$ cat src/hdl/box_blur_5x5_clipped_top_assert.svh
// Assertion macros used by the box blur controller.
`ifndef BOX_BLUR_5X5_CLIPPED_TOP_ASSERT_SVH
`define BOX_BLUR_5X5_CLIPPED_TOP_ASSERT_SVH

// cond in this cycle implies prop in the same cycle
`define BB5_ASSERT_IMPLY(name, clk, rst, cond, prop) \
   name: assert property (@(posedge clk) disable iff (rst) (cond) |-> (prop)) \
      else $error("bb5 assertion failed");

// cond in this cycle implies prop in the next cycle
`define BB5_ASSERT_NEXT(name, clk, rst, cond, prop) \
   name: assert property (@(posedge clk) disable iff (rst) (cond) |=> (prop)) \
      else $error("bb5 assertion failed");

`endif

$ cat src/hdl/bb5_pkg.sv
package bb5_pkg;

   localparam int MAX_WIDTH_DEF    = 4096;
   localparam int MAX_CHANNELS_DEF = 4;
   localparam int RADIUS_DEF       = 2;
   localparam int HEIGHT_LIMIT     = 4096;
   localparam int HEIGHT_W         = $clog2(HEIGHT_LIMIT + 1);
   localparam int CFG_W            = 13;
   localparam int LANES            = 4;
   localparam int RECIP_SHIFT      = 18;
   localparam int RECIP_W          = 19;

   typedef enum logic [1:0] {
      REG_WIDTH    = 2'd0,
      REG_HEIGHT   = 2'd1,
      REG_CHANNELS = 2'd2
   } reg_index_type;

   typedef struct packed {
      logic req_ok;   // may take a request this cycle
      logic cfg_ok;   // may take a register write this cycle
      logic eval;     // store pixel, advance input position
      logic step;     // issue one window tap read
      logic mult;     // scale sums by reciprocal of count
      logic load;     // move result into output register
   } cmd_type;

   typedef struct packed {
      logic produce;
      logic tap_last;
      logic out_busy;
   } status_type;

   // ceil(2^18 / c): exact truncating quotient for sums below 2^13
   function automatic logic [RECIP_W-1:0] recip(input logic [4:0] c);
      logic [RECIP_W-1:0] r;
      unique case (c)
         5'd1:    r = 19'd262144;
         5'd2:    r = 19'd131072;
         5'd3:    r = 19'd87382;
         5'd4:    r = 19'd65536;
         5'd5:    r = 19'd52429;
         5'd6:    r = 19'd43691;
         5'd7:    r = 19'd37450;
         5'd8:    r = 19'd32768;
         5'd9:    r = 19'd29128;
         5'd10:   r = 19'd26215;
         5'd11:   r = 19'd23832;
         5'd12:   r = 19'd21846;
         5'd13:   r = 19'd20165;
         5'd14:   r = 19'd18725;
         5'd15:   r = 19'd17477;
         5'd16:   r = 19'd16384;
         5'd17:   r = 19'd15421;
         5'd18:   r = 19'd14564;
         5'd19:   r = 19'd13798;
         5'd20:   r = 19'd13108;
         5'd21:   r = 19'd12484;
         5'd22:   r = 19'd11916;
         5'd23:   r = 19'd11398;
         5'd24:   r = 19'd10923;
         5'd25:   r = 19'd10486;
         default: r = '0;
      endcase
      return r;
   endfunction

endpackage

$ cat src/hdl/bb5_ctrl.sv
`include "box_blur_5x5_clipped_top_assert.svh"

module bb5_ctrl (
   input  logic                 clock,
   input  logic                 reset,
   input  logic                 req_valid,
   input  logic                 csr_valid,
   input  bb5_pkg::status_type  status_i,
   output bb5_pkg::cmd_type     cmd_o
);

   typedef enum logic [2:0] {
      ST_IDLE,
      ST_EVAL,
      ST_GATHER,
      ST_DRAIN,
      ST_MULT,
      ST_OUT
   } state_type;

   state_type state_ff;

   always_ff @(posedge clock) begin
      if (reset) begin
         state_ff <= ST_IDLE;
      end else begin
         unique case (state_ff)
            ST_IDLE: begin
               if (req_valid && !csr_valid) state_ff <= ST_EVAL;
            end
            ST_EVAL: begin
               state_ff <= status_i.produce ? ST_GATHER : ST_IDLE;
            end
            ST_GATHER: begin
               if (status_i.tap_last) state_ff <= ST_DRAIN;
            end
            ST_DRAIN: state_ff <= ST_MULT;
            ST_MULT:  state_ff <= ST_OUT;
            ST_OUT: begin
               if (!status_i.out_busy) state_ff <= ST_IDLE;
            end
            default: state_ff <= ST_IDLE;
         endcase
      end
   end

   always_comb begin
      cmd_o        = '0;
      cmd_o.req_ok = (state_ff == ST_IDLE) && !csr_valid;
      cmd_o.cfg_ok = (state_ff == ST_IDLE);
      cmd_o.eval   = (state_ff == ST_EVAL);
      cmd_o.step   = (state_ff == ST_GATHER);
      cmd_o.mult   = (state_ff == ST_MULT);
      cmd_o.load   = (state_ff == ST_OUT) && !status_i.out_busy;
   end

   `BB5_ASSERT_IMPLY(a_load_slot_free, clock, reset, cmd_o.load, !status_i.out_busy)
   `BB5_ASSERT_NEXT(a_take_then_eval, clock, reset, cmd_o.req_ok && req_valid, state_ff == ST_EVAL)
   `BB5_ASSERT_NEXT(a_last_tap_drains, clock, reset, cmd_o.step && status_i.tap_last, state_ff == ST_DRAIN)

endmodule

$ cat config.mk
export PLATFORM = sky130hd
export DESIGN_NAME = bb5_ctrl
export DESIGN_NICKNAME = d
export VERILOG_FILES = /design/src/hdl/bb5_pkg.sv /design/src/hdl/bb5_ctrl.sv
export VERILOG_INCLUDE_DIRS = /design/src /design/src/hdl
export SDC_FILE = /design/constraint.sdc
export NUM_CORES = 1
export LEC_CHECK = 0
export BUFFER_PORTS_ARGS = -buffer_cell sky130_fd_sc_hd__buf_2
export CORE_AREA = 2 2 39 41
export CTS_BUF_LIST = sky130_fd_sc_hd__clkbuf_8
export DETAILED_ROUTE_END_ITERATION = 6
export DIE_AREA = 0 0 41 43
export GPL_ROUTABILITY_DRIVEN = 0
export SYNTH_ARGS = -nofsm -noshare
export SYNTH_HDL_FRONTEND = slang
export SYNTH_SLANG_ARGS = --single-unit
export TNS_END_PERCENT = 10
$ cat constraint.sdc
create_clock -name clock -period 1.5 [get_ports clock]
set_clock_uncertainty 0.1 [all_clocks]
set_input_delay 0.075 -clock clock [delete_from_list [all_inputs] [get_ports clock]]
set_output_delay 0.075 -clock clock [all_outputs]
set_load 0.1 [all_outputs]
[Yosys cells after proc, flatten, opt, wreduce, memory -nomap -nowiden]
Cells that the tools add are included.
Widths: inputs -> output; s select.
Storage, ports and cells
  flip-flop bits (word level): 3
  input bits: 7
  output and inout bits: 6
  logic and storage cells: 21
Operators by class
  equal/unequal tests: 8
  multiplexer cells: 5
  reduce and logical (&&, ||, !) cells: 7
Operators with widths (number)
  $pmux 3 s6: 1
  $mux 3: 3
  $eq 3x2->1 const B: 2
  $eq 3x3->1 const B: 2
  $ne 2x2->1 const B: 2
  $eq 3x1->1 const B: 1
  $logic_and 1x1->1: 3
  $logic_not 3->1: 1
  $reduce_and 3->1: 1
  $logic_not 1->1: 2
  $mux 2: 1
  $ne 2x1->1 const B: 1

[Logic depth before layout (Yosys ltp)]
  depth after elaboration: 4
  gate-level depth with buffers: 4
  depth with buffers taken out: 3

[Worst setup path before layout]
Ideal clock, no wire load.
  path type: register to output
  start point: register state_ff[1]
  end point: output cmd_o[5] (netlist name)
  arrival: 3.385 ns
  required time: 1.325 ns
  setup slack: -2.060 ns
  cell stages (with the launch flop): 3
  buffers on the path: 1
  path through: dfxtp_1 -> buf_2 -> nor4_1
RTL lines
  start: declaration: line bb5_ctrl.sv:21  | state_type state_ff;
  start signal: assignment: line bb5_ctrl.sv:32  | state_ff <= status_i.produce ? ST_GATHER : ST_IDLE;
  end: declaration: line bb5_ctrl.sv:9  | output bb5_pkg::cmd_type cmd_o

==> reports/qor.txt <==
Layout area overhead -> 146%
post-place instance area -> 394 um2
Root Driver -> clkbuf_8
setup TNS -> 0 ns
average cell area after synthesis -> 8.00 um2
#FFs+latches synth -> 3
DR WL/cell -> 9.43 um
setup ws final -> 0.0954 ns
Final Max Tran Viols -> 0
number of diodes -> 0
leakage power -> 0.177 nW
initial core utilization -> 0.133
HP Class -> input port to flip-flop
Ys Warns -> 0
total wire length -> 528 um
status -> complete, no violations
crit path launch type -> flip-flop
CTS clk-pin slew, worst paths -> 0.03 ns
Final period util -> 0.936
Worst EP required -> 1.32 ns
CP top delay family -> buffers and inverters
via/cell ratio -> 3.89
Cell Rows -> 14
Setup Slack @ Placement -> 0.230 ns
initial antenna violation count -> 0
crit path DAT -> 1.23 ns
Inserted Clock Buffers -> 3
worst slew pin tran -> 0.254 ns
top cell type's share of synthesized area -> 0.327
CP endpoint kind -> output port
first-pass GRT wire length -> 786 um
io pins -> 13
PortBufs -> 12
vias in the first global route -> 193
synth unique cells -> 15
grt total ovfl -> 0
main area contributors after synthesis -> dfxtp_1 (33%), nand2b_1 (10%), nor2_1 (8.2%), nor3b_2 (6.8%), a21oi_1 (5.4%)
layout cells sized above 1 -> 0.600
Finished Cell Area -> 452 um2
pwr/cell area -> 1180 nW/um2
Buf+Inv Stages, Crit Path -> 2
top flop regs -> state_ff (3)
DIE WIDTH -> 41 um
post-route ant nets -> 0
CTS sink cnt -> 3
final hold vios -> 0
largest net degree at the start of global routing -> 11
setup repair bufs after CTS -> 0
Biggest register -> state_ff
Seq/Total Area, Yosys -> 0.327
Syn Inst Count -> 23
setup repair after global routing missed its margin -> false
Period minus WS final -> 1.40 ns
hold_ws -> 0.0137 ns
clk buf depth -> 2
Post-DP HPWL -> 404 um
DR pass1 iterations -> 1
Mapped Nets -> 30
crit-path max FO -> 7
CP peak stage delay -> 0.36 ns
f_max -> 0.712 GHz
Worst Setup Path Type -> flip-flop to output port
CORE AREA -> 1380 um2
max_slew headroom -> 0.829
die height -> 43 um
area leader, netlist -> dfxtp_1
Worst-Skew Late Latency -> 0.22 ns
Largest register FFs -> 3
via count -> 218
cell chain of the critical path -> buf_4, nor4_4, buf_12
maxcap violations -> 0
final setup fails -> 0
drc violations -> 0
nets -> 48
Max IR drop VDD -> 0.341 mV
gr usage total -> 0.0794
CP max-delay cell -> dfxtp_1
Iter 0 DRT Violations -> 0
DIE AREA -> 1760 um2
CTS tree -> done
Synth Cell Area -> 184 um2
H-tree depth -> 1
==> power breakdown <==
part | internal [W] | total, W | switching (W)
clock | 0.000174 | 0.000229 | 0.0000546
sequential | 0.0000866 | 0.000103 | 0.0000165
combinational | 0.0000795 | 0.000202 | 0.000122
==> synthesized netlist by cell type <==
cell type,number
buf_2,1
and2_1,1
nor3b_1,1
nand3b_1,1
dfxtp_1,3
nand2_1,1
a22oi_1,1
a221o_1,1
nor3_1,1
a21oi_2,1
nor3b_2,1
nor2_1,4
nor4_1,1
nand2b_1,3
a21oi_1,2
==> what timing repair did <==
item,in CTS,in global routing
endpoints found under the setup margin,1,3
resized for setup,1,1
cloned,0,0
hold buffers,1,0
hold endpoints to repair,2,0
==> metal layers <==
layer	track usage	up-vias	wire, um
li1	-	115	-
met1	0.0806	95	238
met2	0.0844	8	258
met3	0.0628	0	32
met4	0.100	0	0
met5	0	-	0
==> logic make-up (layout without fill, tap and decap cells) <==
| group | Yosys count | after routing | synth area share |
|---|---|---|---|
| AND/OR/NAND/NOR | 14 | 14 | 0.449 |
| buffers and inverters | 1 | 18 | 0.0272 |
| AO/OA/AOI/OAI | 5 | 5 | 0.197 |
| flip-flops | 3 | 3 | 0.327 |
==> layout by cell type, fill, tap and decap left out, drive strengths merged <==
cell,instances
dlygate4sd3,1
a221o,1
and2,1
nor4,1
buf,13
a21oi,3
nor3b,2
nand2b,3
dfxtp,3
a22oi,1
nand3b,1
nor2,4
inv,1
nand2,1
nor3,1
clkbuf,3
==> through the flow <==
step                      total power (W)  std cells   util
final                            0.000534         56  0.326
after global routing             0.000570         56  0.326
after CTS                        0.000543         56  0.325
after detailed placement         0.000304         51  0.285
after global placement           0.000303         51  0.285
after floorplan                  0.000232         23      -
==> area by class of cell <==
| type | count | area [um2] |
|---|---|---|
| clock buffers | 3 | 41.3 |
| fillers | 153 | 932 |
| repair buffers | 14 | 168 |
| well taps | 16 | 20.0 |
| clock inverters | 1 | 3.75 |
| multi-input cells | 19 | 156 |
| flip-flops and latches | 3 | 62.6 |
==> worst paths after layout <==
check         startpoint           to  slack, ns  depth (start not counted)
max          state_ff[2]     cmd_o[5]        0.1                          3
min          status_i[2]  state_ff[1]       0.01                          3
max reg2reg  state_ff[2]  state_ff[1]       0.37                          4
min reg2reg  state_ff[0]  state_ff[2]       0.48                          2
==> worst register-to-register path, delay by kind of cell (launching register included) <==
kind	cells	cell delay (ns)
flip-flops	1	0.36
buffers and inverters	1	0.18
AO/OA/AOI/OAI	1	0.09
AND/OR/NAND/NOR	2	0.33
Power figures use the tool's default switching activity.
